`src/rtl/lfd_pkg.sv`:
```
package lfd_pkg;

  localparam logic [7:0] HeadByte   = 8'hA3;
  localparam logic [7:0] RespPad    = 8'd10;
  localparam logic [7:0] PlainPad   = 8'd9;
  localparam logic [7:0] RespNeed   = 8'd9;
  localparam logic [7:0] PlainNeed  = 8'd8;
  localparam logic [7:0] PosMax     = 8'd255;
  localparam logic [5:0] CmdMask    = 6'h3F;
  localparam logic [1:0] RespMask   = 2'h3;

  localparam int unsigned QDepth    = 2;
  localparam int unsigned QPtrW     = $clog2(QDepth);
  localparam int unsigned QCntW     = $clog2(QDepth + 1);

  typedef enum logic [2:0] {
    ST_OK      = 3'd0,
    ST_BAD_HDR = 3'd1,
    ST_BAD_SUM = 3'd2,
    ST_NEG_LEN = 3'd3,
    ST_SHORT   = 3'd4
  } lfd_status_e;

  typedef struct packed {
    logic        kind;
    logic [7:0]  payload_byte;
    logic [31:0] message_id;
    logic [7:0]  group_code;
    logic [5:0]  command_code;
    logic        is_response;
    logic [7:0]  response_code;
    logic [7:0]  payload_length;
    lfd_status_e status;
    logic        frame_done;
  } lfd_result_t;

  typedef struct packed {
    logic        valid;
    lfd_result_t data;
  } lfd_push_t;

  typedef struct packed {
    logic full;
    logic empty;
  } lfd_q_status_t;

endpackage

```
`src/rtl/lfd_front.sv`:
```
module lfd_front (
  input  logic                 clk_i,
  input  logic                 rst_ni,
  input  logic                 valid_i,
  output logic                 stall_o,
  input  logic [7:0]           data_byte_i,
  input  logic                 last_byte_i,
  input  lfd_pkg::lfd_q_status_t q_status_i,
  output lfd_pkg::lfd_push_t   push_o
);
  import lfd_pkg::*;

  logic [7:0]  pos_q, pos_d;
  logic [7:0]  sum_q, sum_d;
  logic        hdr_ok_q, hdr_ok_d;
  logic [7:0]  len_q, len_d;
  logic [31:0] id_q, id_d;
  logic [7:0]  grp_q, grp_d;
  logic [7:0]  cmd_q, cmd_d;
  logic [7:0]  rsp_q, rsp_d;
  logic [7:0]  pcnt_q, pcnt_d;

  logic        accept;
  logic        resp;
  logic [7:0]  pad;
  logic        neg;
  logic [7:0]  plen;
  logic        hdr;
  logic [7:0]  need;
  lfd_status_e status;
  lfd_result_t res;
  logic        emit;

  assign stall_o = q_status_i.full;
  assign accept  = valid_i && !q_status_i.full;

  assign resp = ((cmd_q[7:6] & RespMask) != 2'd0);
  assign pad  = resp ? RespPad : PlainPad;
  assign neg  = (len_q < pad);
  assign plen = neg ? 8'd0 : (len_q - pad);
  assign hdr  = (pos_q == 8'd0) ? (data_byte_i == HeadByte) : hdr_ok_q;
  assign need = resp ? RespNeed : PlainNeed;

  // Summary status in priority order
  always_comb begin
    if (!hdr) begin
      status = ST_BAD_HDR;
    end else if (sum_q != data_byte_i) begin
      status = ST_BAD_SUM;
    end else if (pos_q < need) begin
      status = ST_SHORT;
    end else if (neg) begin
      status = ST_NEG_LEN;
    end else if (pcnt_q < plen) begin
      status = ST_SHORT;
    end else begin
      status = ST_OK;
    end
  end

  always_comb begin
    pos_d    = pos_q;
    sum_d    = sum_q;
    hdr_ok_d = hdr_ok_q;
    len_d    = len_q;
    id_d     = id_q;
    grp_d    = grp_q;
    cmd_d    = cmd_q;
    rsp_d    = rsp_q;
    pcnt_d   = pcnt_q;
    emit     = 1'b0;
    res      = '0;

    if (accept) begin
      if (last_byte_i) begin
        emit               = 1'b1;
        res.kind           = 1'b1;
        res.message_id     = id_q;
        res.group_code     = grp_q;
        res.command_code   = cmd_q[5:0] & CmdMask;
        res.is_response    = resp;
        res.response_code  = resp ? rsp_q : 8'd0;
        res.payload_length = plen;
        res.status         = status;
        res.frame_done     = 1'b1;
        // back to the idle frame state
        pos_d    = '0;
        sum_d    = '0;
        hdr_ok_d = 1'b0;
        len_d    = '0;
        id_d     = '0;
        grp_d    = '0;
        cmd_d    = '0;
        rsp_d    = '0;
        pcnt_d   = '0;
      end else begin
        if (pos_q == 8'd0) begin
          hdr_ok_d = (data_byte_i == HeadByte);
        end else if (pos_q == 8'd1) begin
          len_d = data_byte_i;
        end else if (pos_q <= 8'd5) begin
          id_d = {id_q[23:0], data_byte_i};
        end else if (pos_q == 8'd6) begin
          grp_d = data_byte_i;
        end else if (pos_q == 8'd7) begin
          cmd_d = data_byte_i;
        end else if (pos_q == 8'd8 && resp) begin
          rsp_d = data_byte_i;
        end else if (hdr_ok_q && !neg && (pcnt_q < plen)) begin
          pcnt_d           = pcnt_q + 8'd1;
          emit             = 1'b1;
          res.kind         = 1'b0;
          res.payload_byte = data_byte_i;
        end
        sum_d = sum_q + data_byte_i;
        if (pos_q != PosMax) begin
          pos_d = pos_q + 8'd1;
        end
      end
    end
  end

  assign push_o.valid = emit;
  assign push_o.data  = res;

  always_ff @(posedge clk_i or negedge rst_ni) begin
    if (!rst_ni) begin
      pos_q    <= '0;
      sum_q    <= '0;
      hdr_ok_q <= 1'b0;
      len_q    <= '0;
      id_q     <= '0;
      grp_q    <= '0;
      cmd_q    <= '0;
      rsp_q    <= '0;
      pcnt_q   <= '0;
    end else begin
      pos_q    <= pos_d;
      sum_q    <= sum_d;
      hdr_ok_q <= hdr_ok_d;
      len_q    <= len_d;
      id_q     <= id_d;
      grp_q    <= grp_d;
      cmd_q    <= cmd_d;
      rsp_q    <= rsp_d;
      pcnt_q   <= pcnt_d;
    end
  end

endmodule

```
`src/rtl/lfd_queue.sv`:
```
module lfd_queue (
  input  logic                  clk_i,
  input  logic                  rst_ni,
  input  lfd_pkg::lfd_push_t    push_i,
  input  logic                  pop_i,
  output lfd_pkg::lfd_result_t  head_o,
  output lfd_pkg::lfd_q_status_t status_o
);
  import lfd_pkg::*;

  lfd_result_t            mem_q [QDepth];
  logic [QPtrW-1:0]       wr_ptr_q, wr_ptr_d;
  logic [QPtrW-1:0]       rd_ptr_q, rd_ptr_d;
  logic [QCntW-1:0]       cnt_q, cnt_d;
  logic                   do_push;
  logic                   do_pop;

  assign status_o.full  = (cnt_q == QCntW'(QDepth));
  assign status_o.empty = (cnt_q == '0);
  assign do_push        = push_i.valid && !status_o.full;
  assign do_pop         = pop_i && !status_o.empty;
  assign head_o         = mem_q[rd_ptr_q];

  always_comb begin
    wr_ptr_d = wr_ptr_q;
    rd_ptr_d = rd_ptr_q;
    cnt_d    = cnt_q;
    if (do_push) begin
      wr_ptr_d = (wr_ptr_q == QPtrW'(QDepth - 1)) ? '0 : wr_ptr_q + 1'b1;
    end
    if (do_pop) begin
      rd_ptr_d = (rd_ptr_q == QPtrW'(QDepth - 1)) ? '0 : rd_ptr_q + 1'b1;
    end
    case ({do_push, do_pop})
      2'b10:   cnt_d = cnt_q + 1'b1;
      2'b01:   cnt_d = cnt_q - 1'b1;
      default: cnt_d = cnt_q;
    endcase
  end

  always_ff @(posedge clk_i) begin
    if (do_push) begin
      mem_q[wr_ptr_q] <= push_i.data;
    end
  end

  always_ff @(posedge clk_i or negedge rst_ni) begin
    if (!rst_ni) begin
      wr_ptr_q <= '0;
      rd_ptr_q <= '0;
      cnt_q    <= '0;
    end else begin
      wr_ptr_q <= wr_ptr_d;
      rd_ptr_q <= rd_ptr_d;
      cnt_q    <= cnt_d;
    end
  end

endmodule

```
`src/rtl/lfd_back.sv`:
```
module lfd_back (
  input  logic                   clk_i,
  input  logic                   rst_ni,
  input  lfd_pkg::lfd_q_status_t q_status_i,
  input  lfd_pkg::lfd_result_t   q_head_i,
  output logic                   pop_o,
  output logic                   valid_o,
  input  logic                   stall_i,
  output lfd_pkg::lfd_result_t   result_o
);
  import lfd_pkg::*;

  logic        valid_q, valid_d;
  lfd_result_t res_q;
  logic        load;

  // Refill the output register whenever it is empty or being taken and the queue holds a result
  assign load    = (!valid_q || !stall_i) && !q_status_i.empty;
  assign pop_o   = load;
  assign valid_d = load ? 1'b1 : (valid_q && stall_i);

  always_ff @(posedge clk_i or negedge rst_ni) begin
    if (!rst_ni) begin
      valid_q <= 1'b0;
    end else begin
      valid_q <= valid_d;
    end
  end

  always_ff @(posedge clk_i) begin
    if (load) begin
      res_q <= q_head_i;
    end
  end

  assign valid_o  = valid_q;
  assign result_o = res_q;

endmodule

```
`src/rtl/led_frame_deframer.sv`:
```
// Byte-wise deframer for LED control frames.
// Input channel: one frame byte per request on data_byte_i, with last_byte_i
// marking the closing checksum byte; a request is taken when valid_i is high
// and stall_o is low. Output channel: one result per request taken on
// valid_o / stall_i. kind_o = 0 carries a payload byte, kind_o = 1 is the
// end-of-frame summary with the header fields and status_o (frame_done_o set).
// Header, id, group and command bytes produce no result.
// Throughput: one byte per cycle, whatever mix of results, while the result
// queue is not full. A result is written into the queue at the edge that
// takes its byte and loaded into the output register once that is free.
// A two-entry result queue sits between the byte classifier and the output
// register; when the receiver stalls the queue fills and stall_o rises once
// it is full, so no result is lost or repeated.
// Reset clears the frame state, empties the queue and drops valid_o; stall_o
// is low straight out of reset, so the block takes bytes at once.
module led_frame_deframer (
  input  logic        clk_i,
  input  logic        rst_ni,
  input  logic        valid_i,
  output logic        stall_o,
  input  logic [7:0]  data_byte_i,
  input  logic        last_byte_i,
  output logic        valid_o,
  input  logic        stall_i,
  output logic        kind_o,
  output logic [7:0]  payload_byte_o,
  output logic [31:0] message_id_o,
  output logic [7:0]  group_code_o,
  output logic [5:0]  command_code_o,
  output logic        is_response_o,
  output logic [7:0]  response_code_o,
  output logic [7:0]  payload_length_o,
  output logic [2:0]  status_o,
  output logic        frame_done_o
);
  import lfd_pkg::*;

  lfd_push_t     push;
  lfd_q_status_t q_status;
  lfd_result_t   q_head;
  logic          pop;
  lfd_result_t   result;

  lfd_front u_front (
    .clk_i       (clk_i),
    .rst_ni      (rst_ni),
    .valid_i     (valid_i),
    .stall_o     (stall_o),
    .data_byte_i (data_byte_i),
    .last_byte_i (last_byte_i),
    .q_status_i  (q_status),
    .push_o      (push)
  );

  lfd_queue u_queue (
    .clk_i    (clk_i),
    .rst_ni   (rst_ni),
    .push_i   (push),
    .pop_i    (pop),
    .head_o   (q_head),
    .status_o (q_status)
  );

  lfd_back u_back (
    .clk_i      (clk_i),
    .rst_ni     (rst_ni),
    .q_status_i (q_status),
    .q_head_i   (q_head),
    .pop_o      (pop),
    .valid_o    (valid_o),
    .stall_i    (stall_i),
    .result_o   (result)
  );

  assign kind_o           = result.kind;
  assign payload_byte_o   = result.payload_byte;
  assign message_id_o     = result.message_id;
  assign group_code_o     = result.group_code;
  assign command_code_o   = result.command_code;
  assign is_response_o    = result.is_response;
  assign response_code_o  = result.response_code;
  assign payload_length_o = result.payload_length;
  assign status_o         = result.status;
  assign frame_done_o     = result.frame_done;

endmodule

```
`config.mk`:
```
export PLATFORM = sky130hd
export DESIGN_NAME = led_frame_deframer
export DESIGN_NICKNAME = d
export VERILOG_FILES = /design/src/rtl/lfd_pkg.sv /design/src/rtl/lfd_front.sv /design/src/rtl/lfd_queue.sv /design/src/rtl/lfd_back.sv /design/src/rtl/led_frame_deframer.sv
export SDC_FILE = /design/constraint.sdc
export NUM_CORES = 1
export LEC_CHECK = 0
export BUFFER_PORTS_ARGS = -buffer_cell sky130_fd_sc_hd__buf_2
export CORE_ASPECT_RATIO = 1.25
export CORE_MARGIN = 3
export CORE_UTILIZATION = 65
export CTS_CLUSTER_SIZE = 20
export DETAILED_ROUTE_END_ITERATION = 6
export GPL_TIMING_DRIVEN = 0
export HOLD_SLACK_MARGIN = 0.03
export PLACE_DENSITY_LB_ADDON = 0.2
export SLEW_MARGIN = 30
export SYNTH_ARGS = -nofsm -noshare
export SYNTH_HDL_FRONTEND = slang
export SYNTH_HIERARCHICAL = 1
export SYNTH_SLANG_ARGS = --single-unit
```
`constraint.sdc`:
```
create_clock -name clk_i -period 9.8 [get_ports clk_i]
set_input_delay 0.98 -clock clk_i [delete_from_list [all_inputs] [get_ports clk_i]]
set_output_delay 0.98 -clock clk_i [all_outputs]
set_load 0.05 [all_outputs]
```
# [Word-level counts from Yosys, hierarchy flattened]
# Memories as Yosys holds them, arrays and structs flattened. A register that Yosys moved wholly into a read port is not among the register bits.
# Cells that the tools add are included.
[word_totals] regBits=94 mem_bits_rw=152 in_bits=13 word_cells=147 mem_count=1
[op_classes] addsub=8 magnitude_cmp=4 n_eq_ne=16 n_mux=73 reduce_logical=32
[mem_list] name="u_queue.mem_q" depth=2 word_bits=76 read_ports=1 rd_clocked_by_memory_dff=1 wr=1 line_no="lfd_queue.sv:11" text="lfd_result_t mem_q [QDepth];"
[ops] operator="$mux W8" count=36
[ops] operator="$mux W32" count=4
[ops] operator="$mux W76" count=1
[ops] operator="$mux W67" count=1
[ops] operator="$mux W9" count=6
[ops] operator="$lt A8 B8 Y1" count=3
[ops] operator="$mux W1" count=18
[ops] operator="$reduce_bool A2 Y1" count=9
[ops] operator="$add A8 B1 Y8 const B" count=2
[ops] operator="$eq A8 B3 Y1 const B" count=2
[ops] operator="$mux W3" count=5
[ops] operator="$ne A2 B2 Y1 const B" count=6
[ops] operator="$add A8 B8 Y8" count=1
[ops] operator="$eq A8 B1 Y1 const B" count=1
[ops] operator="$eq A8 B4 Y1 const B" count=1
[ops] operator="$eq A8 B8 Y1 const B" count=1
[ops] operator="$le A8 B3 Y1 const B" count=1
[ops] operator="$logic_and A1 B1 Y1" count=8
[ops] operator="$logic_not A8 Y1" count=1
[ops] operator="$ne A8 B8 Y1" count=1
[ops] operator="$ne A8 B8 Y1 const B" count=1
[ops] operator="$reduce_and A8 Y1" count=1
[ops] operator="$sub A8 B8 Y8" count=1
[ops] operator="$reduce_and A7 Y1" count=1
[ops] operator="15 further kinds" count=21

# [Longest topological paths before layout]
# Gate-level depths: netlist (run 1).
[depth] depth_word=18 mapped_depth=20

# [By module]
# Netlist (run 1), hierarchy kept.
[by_module_without_submodules] module="lfd_queue" instances=1 cells_each=255 area_each_um2=5814.3
[by_module_without_submodules] module="lfd_front" instances=1 cells_each=569 area_each_um2=5126.2
[by_module_without_submodules] module="lfd_back" instances=1 cells_each=79 area_each_um2=2322.2

# [Least setup slack after synthesis (run 1)]
# Ideal clock, no wire load.
[synth_path] path_type="reg2reg" start="reg u_front.cmd_q[7]" end="mem u_queue/mem_q[0][0] (netlist bit) (enable)" setup_time_ps=511 arrival_time_ps=6079 path_slack_ps=3210 path_stages_with_launch=18 n_path_buf=2 period_less_slack_ps=6590 cell_sequence="dfrtp_1 nor2_2 xor2_1 ha_1 o21ai_0 and2_1 nand2_1 mux2i_1 ha_1 a21o_1 a21oi_1 o211a_1 nand3_1 buf_2 nand2_1 buf_4 nand2_1 nor2_1"
[synth_between] elab_chain_cells=18 word_cells_on_any_way=22 cone_classes="add/sub (1); order compare (2); mux (13); reduce/logical (6)"
[synth_rtl] element="from (decl)" line_no="lfd_front.sv:19" text="logic [7:0] cmd_q, cmd_d;"
[synth_rtl] element="from (signal assigned)" line_no="lfd_front.sv:144" text="cmd_q <= cmd_d;"
[synth_rtl] element="$reduce_bool A2 Y1 *" line_no="lfd_front.sv:37" text="assign resp = ((cmd_q[7:6] & RespMask) != 2'd0);"
[synth_rtl] element="$mux W2" line_no="lfd_front.sv:38" text="assign pad = resp ? RespPad : PlainPad;"
[synth_rtl] element="$sub A8 B8 Y8 or $lt A8 B8 Y1 (tied branches)" line_no="lfd_front.sv:40, lfd_front.sv:39"
[synth_rtl] element="$mux W8 or $logic_not A1 Y1 (tied branches)" line_no="lfd_front.sv:40, lfd_front.sv:109"
[synth_rtl] element="$lt A8 B8 Y1 or $logic_and A1 B1 Y1 (tied branches)" line_no="lfd_front.sv:109" text="end else if (hdr_ok_q && !neg && (pcnt_q < plen)) begin"
[synth_rtl] element="$logic_and A1 B1 Y1" line_no="lfd_front.sv:109"
[synth_rtl] element="$mux W1" line_no="lfd_front.sv:109"
[synth_rtl] element="$mux W1 *" line_no="lfd_front.sv:107" text="end else if (pos_q == 8'd8 && resp) begin"
[synth_rtl] element="(+3 left out)"
[synth_rtl] element="$mux W1 *" line_no="lfd_front.sv:99" text="end else if (pos_q == 8'd1) begin"
[synth_rtl] element="$mux W1 *" line_no="lfd_front.sv:97" text="if (pos_q == 8'd0) begin"
[synth_rtl] element="$mux W1 *" line_no="lfd_front.sv:75" text="if (last_byte_i) begin"
[synth_rtl] element="$mux W1 *" line_no="lfd_front.sv:74" text="if (accept) begin"
[synth_rtl] element="via u_front.emit" line_no="lfd_front.sv:32" text="logic emit;"
[synth_rtl] element="$logic_and A1 B1 Y1 *" line_no="lfd_queue.sv:20" text="assign do_push = push_i.valid && !status_o.full;"
[synth_rtl] element="$mux W1 *" line_no="lfd_queue.sv:42" text="if (do_push) begin"
[synth_rtl] element="$mux W1 (not written as such) *" line_no="lfd_queue.sv:43" text="mem_q[wr_ptr_q] <= push_i.data;"
[synth_rtl] element="to (decl)" line_no="lfd_queue.sv:11"
# Mark *: on every way through the listed nets, which the timed path passes. The rest lies on a longest branch.

# [Worst setup path in the final report (run 1)]
[layout_path] start="reg u_front.cmd_q[7]" end="mem u_queue/mem_q[0][19] (netlist bit) (enable)"
# Same word-level chain as after synthesis.

==> results of run 1 <==
-- worst max-delay path: cells and delay by family, from the launching register on --
kind / cells / cell delay (ns)
AO/OA/AOI/OAI: 6 / 1.05
AND/OR/NAND/NOR: 6 / 1.69
flip-flops: 1 / 0.43
buffers and inverters: 4 / 0.82
adder cells (fa/ha/maj): 2 / 0.57
XOR/XNOR: 1 / 0.12
-- synthesized netlist by cell type, types with 6 or more instances --
library cell,instances
edfxtp_1,228
nand2_1,102
dfrtp_1,94
mux2_2,62
and3_1,49
o21ai_0,48
nor2_1,37
mux2_4,30
ha_1,22
a21oi_1,21
clkbuf_1,21
a22o_1,11
and2_1,11
inv_1,11
nand3_1,11
nor2b_1,11
xnor2_1,9
xor2_1,9
buf_2,8
buf_4,8
nor3_1,8
or3_1,7
o21ai_1,6
-- power by group through the flow --
| stage | Clock (µW) | Sequential, µW | Combinational (µW) |
|---|---|---|---|
| global placement | 0 | 2060 | 1540 |
| detailed placement | 0 | 2040 | 1630 |
| global route | 1200 | 2050 | 1750 |
| floorplan | 0 | 2480 | 783 |
| finish | 1130 | 2020 | 1630 |
| CTS | 1140 | 2020 | 1640 |
-- kinds of logic (layout without fill, tap and decap cells) --
group / after synthesis / in the layout / synth area share
fa+ha+maj: 23 / 23 / 0.0223
simple gates: 264 / 264 / 0.0992
flops: 322 / 322 / 0.694
compound gates: 122 / 122 / 0.0601
xor+xnor: 18 / 18 / 0.0119
mux: 96 / 96 / 0.0896
buf+inv: 58 / 209 / 0.0234
-- how the worst min path moves through the flow --
stage          slack [ns]  cells past startpoint        startpoint                 to
2_1_floorplan        0.44                      2  u_front/grp_q[5]   u_front/grp_q[5]
3_3_place_gp         0.46                      2  u_front/grp_q[0]   u_front/grp_q[0]
3_5_place_dp         0.46                      2  u_front/id_q[24]   u_front/id_q[24]
4_1_cts              0.32                      1            rst_ni  u_front/pcnt_q[7]
5_1_grt              0.33                      1            rst_ni  u_front/pcnt_q[7]
6_report             0.33                      1            rst_ni  u_front/pcnt_q[7]
-- per-layer routing --
layer | vias up | GRT usage | wire length [µm]
met5 | - | 0 | 0
met4 | 0 | 0.0725 | 605
met3 | 49 | 0.0297 | 1410
met2 | 247 | 0.414 | 13800
met1 | 3926 | 0.318 | 10400
li1 | 3601 | - | -
-- layout make-up --
type	instances	area share
Sequential cell	322	0.604
Multi-Input combinational cell	523	0.248
Clock buffer	42	0.0542
Timing Repair Buffer	98	0.0423
Tap cell	265	0.0218
Buffer	46	0.0174
Clock inverter	11	0.00888
Inverter	12	0.00296
-- flip-flops by register name (all words and copies together), names as in the netlist, 2 cells and up --
register	flops
u_front/rsp_q	8
u_queue/mem_q	152
u_back/result_o	76
u_front/len_q	8
u_front/sum_q	8
u_front/id_q	32
u_front/pos_q	8
u_front/grp_q	8
u_queue/cnt_q	2
u_front/cmd_q	8
u_front/pcnt_q	8
-- per-stage QoR --
stage          total power [µW]  cell area (µm²)  utilization
3_5_place_dp               3670            14300        0.722
3_3_place_gp               3610            14000        0.711
6_report                   4780            15200        0.771
4_1_cts                    4800            15200        0.771
5_1_grt                    5000            15200        0.771
2_1_floorplan              3260            13300            -
==> reports/metrics.cfg, run 1 <==
[finish]
final_cell_mix=228 x edfxtp_1, 102 x nand2_1, 97 x buf_2
fill_cells=1152
seq_area_um2=9200
layout.cells.non_filler=1319
final_common_cell=edfxtp_1
antenna_cells=0
multiInputGateArea_um2=3780
syn2layout_area_growth_pct=14.8
layout.nets=1068
drive_above_1_share=0.260

[synthesis]
post_synth_instance_area_um2=13300
synthDistinctLibCells=62
synth_warnings=6
ys_seq_elements=322
seq_area_frac_synth=0.694
synthTopCellsByArea=edfxtp_1 52%, dfrtp_1 18%, mux2_2 5.3%
synth_top_flop_cell=edfxtp_1
synth_top_cell_by_area=edfxtp_1
synth_cells=903
async_flop_share=0.292
synth_edf_count=228
synth.avg_cell_area_um2=14.7
synth_top_area_frac=0.516
syn_nets=939

[floorplan]
core-area_um2=19800
dieArea_um2=22200
die_w_um=134
die_h_um=166
row_count=57
ios=91
start_util=0.671

[setup_path]
critPathArrivalTime_ns=5.23
critPathKind=reg2reg
crit_path_max_fanout=21
reg2reg_to=u_queue/mem_q[0][19]
r2r_start=u_front/cmd_q[7]
cp-start-kind=flip-flop
cp_slowest_cell=nor2_4
cpPeakStageDelay_ns=0.56
required_ns=10.04
rr_worst_depth=19
crit_start=u_front/cmd_q[7]
crit_end=u_queue/mem_q[0][19]
r2r_slack_ns=4.80
worstSetupEndpointType=flip-flop
cp_cell_sequence=nor2_2 > xor2_1 > ha_1 > o21ai_0 > and3_1 > a21oi_1 > o21ai_0 > ha_1 > a21o_1 > a21oi_1 > o211a_1 > nand3_1 > buf_2 > nand2_1 > buf_4 > nand2_1 > nor2_4 > buf_16 > buf_16

[global_route]
grt_pass1_vias=8009
grt_use_total=0.238
antenna_found_initial=0
overflow=0
grt_max_degree=64
grt_pass1_wl_um=42000

[timing]
finClkSkew_ns=0.0157
slew-limit-headroom=0.461
max_freq_mhz=200
worst_pin_slew_ns=0.801
fin_crit_sh=0.510
drv_slew=0
setup_viol=0
rsz0062_at_grt=false
period_needed_ns=5.00
final_hold_viol_count=0
tns_ns=0
finalWorstSetupSlack_ns=4.80
whs_ns=0.330

[placed_design]
hpwl_um=18000
dp.cells=1266
portBuffers=90
routabilityCongestion=0.934
pre_cts_slack_ns=4.88

[clock_tree]
cts_inserted_buffers=29
path_clk_slew_ns=0.07
postCtsHoldBufs=0
cts_sinks=322
cts_max_level=1
clk_latency_ns=0.53
postCtsSetupRepairBufs=0
cts_tree=yes
ctsResizeCount=0
root_buffer=clkbuf_16
cts_buffer_depth=3

[pwr]
p_sw_uw=1700
power-per-cell-area_nw_per_um2=314
ir_drop_uv=214
sw_frac_of_total=0.356
pwr-share-seq=0.423
clock_power_share=0.235
leakagePower_uw=0.00617
internal-power_uw=3080
comb_power_share=0.342

[flow_run]
drv_cap=0

[routing]
ant_nets=0
drtPass1Iterations=5
wl_per_cell_um=19.8
avgViaCountPerCell=5.93
routed-via-count=7823
drc=0
drt_iter0_drc=643
wirelength_um=26100

[min_path]
hold_path.class=in2async

[run_status]
status=finished, final reports clean

No activity file was read; power rests on OpenSTA's default activity.
==> run 2, diff against run 1 <==
- CORE_UTILIZATION: 65 -> 60
- clock period: 9.8 -> 4.6 ns (I/O delays scaled with it)
==> run 2 against run 1 <==
Sequential power increased by 110%. Maximum frequency increased by 18%. Register-to-register slack got worse by 4.4 ns. Core utilization decreased by 6.1 points. Die area increased by 8.0%.
==> reports/metrics.cfg, run 2 (synthesized netlist as in run 1, its figures left out) <==
[finish]
seq_area_um2=9200
largest_reg_flops=152
final_common_cell=edfxtp_1
layout.nets=1078
syn2layout_area_growth_pct=15.6
antenna_cells=0
postLayoutCellArea_um2=15300
top_register=u_queue/mem_q
fill_cells=1434
utilization=0.709
final_cell_mix=228 x edfxtp_1, 102 x nand2_1, 96 x buf_2
multiInputGateArea_um2=3790
drive_above_1_share=0.268

[floorplan]
ios=91
dieArea_um2=23900
row_count=60
die_h_um=172
core-area_um2=21600
start_util=0.613
die_w_um=139

[timing]
period_needed_ns=4.24
rsz0062_at_grt=false
slew-limit-headroom=0.446
drv_slew=0
finClkSkew_ns=0.00995
worst_pin_slew_ns=0.823
setup_viol=0
max_freq_mhz=236
fin_crit_sh=0.923
final_hold_viol_count=0

[global_route]
antenna_found_initial=0
grt_pass1_wl_um=42000
grt_pass1_vias=7759
overflow=0
grt_use_total=0.220
grt_max_degree=56

[min_path]
worstHoldEndpoint=u_back/valid_o
hp-start=stall_i
hold_path.class=in2reg
hold_depth=2

[clock_tree]
cts_tree=yes
cts_sinks=322
cts_max_level=1
path_clk_slew_ns=0.07
cts_inserted_buffers=30
root_buffer=clkbuf_16
clk_latency_ns=0.54
cts_buffer_depth=3

[setup_path]
cp_slowest_cell=dfrtp_1
crit_path_max_fanout=32
r2r_start=u_front/cmd_q[7]
critPathArrivalTime_ns=4.48
critPathKind=reg2reg
cpPeakStageDelay_ns=0.45
worstSetupEndpointType=flip-flop
cp-start-kind=flip-flop
reg2reg_to=u_queue/mem_q[1][6]
cp_cell_sequence=or3_1 > ha_1 > o21ai_1 > and2_1 > nand2_1 > mux2i_1 > ha_1 > a21o_1 > a21oi_1 > o211a_1 > nand3_1 > clkbuf_4 > nand2_1 > buf_4 > and3_4 > buf_12 > buf_12
r2r_slack_ns=0.36
required_ns=4.84
rr_worst_depth=17

[routing]
drtPass1Iterations=6
wl_met1_um=11100
ant_nets=0
wirelength_um=26500
wl_per_cell_um=19.7
highest_layer=met4
wl_met2_um=13400
avgViaCountPerCell=5.80
drt_iter0_drc=661
drc=0
routed-via-count=7796
met3WireLength_um=1520

[flow_run]
drv_cap=0

[pwr]
leakagePower_uw=0.00622
clock_power_share=0.234
sw_frac_of_total=0.360
internal-power_uw=6520
pwr-share-seq=0.423
p_sw_uw=3660
power-per-cell-area_nw_per_um2=664
comb_power_share=0.343
ir_drop_uv=416

[placed_design]
placed_cell_area_um2=14300
hpwl_um=18000
routabilityCongestion=0.884
portBuffers=90

[run_status]
status=finished, final reports clean

## run 2: cell types whose count changed in the layout (fill, tap and decap cells not counted), sizes merged
cell	delta
buf	+6
clkinv	+5
bufinv	-2
and3	+1
clkbuf	-1
clkinvlp	+1
dlygate4sd3	+1
inv	+1
## run 2: worst max path at each step
stage               slack, ns        startpoint  cells after the start                    to
floorplan                0.12  u_front/cmd_q[7]                     17   u_queue/mem_q[0][0]
global placement        -1.11  u_front/cmd_q[7]                     17  u_queue/mem_q[0][11]
detailed placement      -0.07  u_front/cmd_q[7]                     18  u_queue/mem_q[0][11]
CTS                      0.03  u_front/cmd_q[7]                     17  u_queue/mem_q[1][12]
global route             0.03  u_front/cmd_q[7]                     18  u_queue/mem_q[0][12]
finish                   0.36  u_front/cmd_q[7]                     17   u_queue/mem_q[1][6]
## run 2: repair_timing
action                                 in CTS  in global routing
gates cloned                                0                  1
setup buffers                               5                  1
endpoints found under the hold margin      39                  0
pin swaps                                   1                  0
setup endpoints to repair                  97                126
resized for setup                           1                  3
hold buffers                                1                  0
## run 2: layout make-up
| cell class | instances | share of cell area |
|---|---|---|
| Clock inverter | 16 | 0.00742 |
| Buffer | 46 | 0.0175 |
| Multi-Input combinational cell | 524 | 0.247 |
| Timing Repair Buffer | 106 | 0.0469 |
| Inverter | 12 | 0.00294 |
| Clock buffer | 40 | 0.0555 |
| Tap cell | 279 | 0.0228 |
| Sequential cell | 322 | 0.600 |
## run 2: critical path: cells and delay by family (launching register included)
| family | cells | cell delay, ns |
|---|---|---|
| muxes | 1 | 0.22 |
| AOI/OAI and AO/OA | 4 | 0.73 |
| adders and majority gates | 2 | 0.49 |
| DFF | 1 | 0.45 |
| and+or+nand+nor | 6 | 1.18 |
| buffers and inverters | 4 | 0.82 |
## run 2: layer usage
layer  vias to the layer above  global-route usage
li1                       3608                   -
met1                      3878               0.293
met2                       265               0.384
met3                        45              0.0357
met4                         0              0.0604
met5                         -                   0
## run 2: power by group through the flow
stage	logic [µW]	clock network (µW)	registers [µW]
floorplan	1670	0	5250
global placement	3310	0	4350
detailed placement	3460	0	4350
CTS	3500	2420	4310
global route	3740	2550	4380
finish	3500	2380	4300
## run 2: metrics by stage
| step | setup TNS, ns | total power [µW] | hold WS [ns] | setup WS, ns | std cells |
|---|---|---|---|---|---|
| 2_1_floorplan | 0 | 6920 | 0.164 | 0.120 | 903 |
| 3_3_place_gp | -137.04 | 7670 | 0.457 | -1.11 | 1272 |
| 3_5_place_dp | -4.61 | 7820 | 0.402 | -0.0682 | 1281 |
| 4_1_cts | 0 | 10200 | 0.153 | 0.0251 | 1343 |
| 5_1_grt | 0 | 10700 | 0.161 | 0.0268 | 1345 |
| 6_report | 0 | 10200 | 0.170 | 0.356 | 1345 |
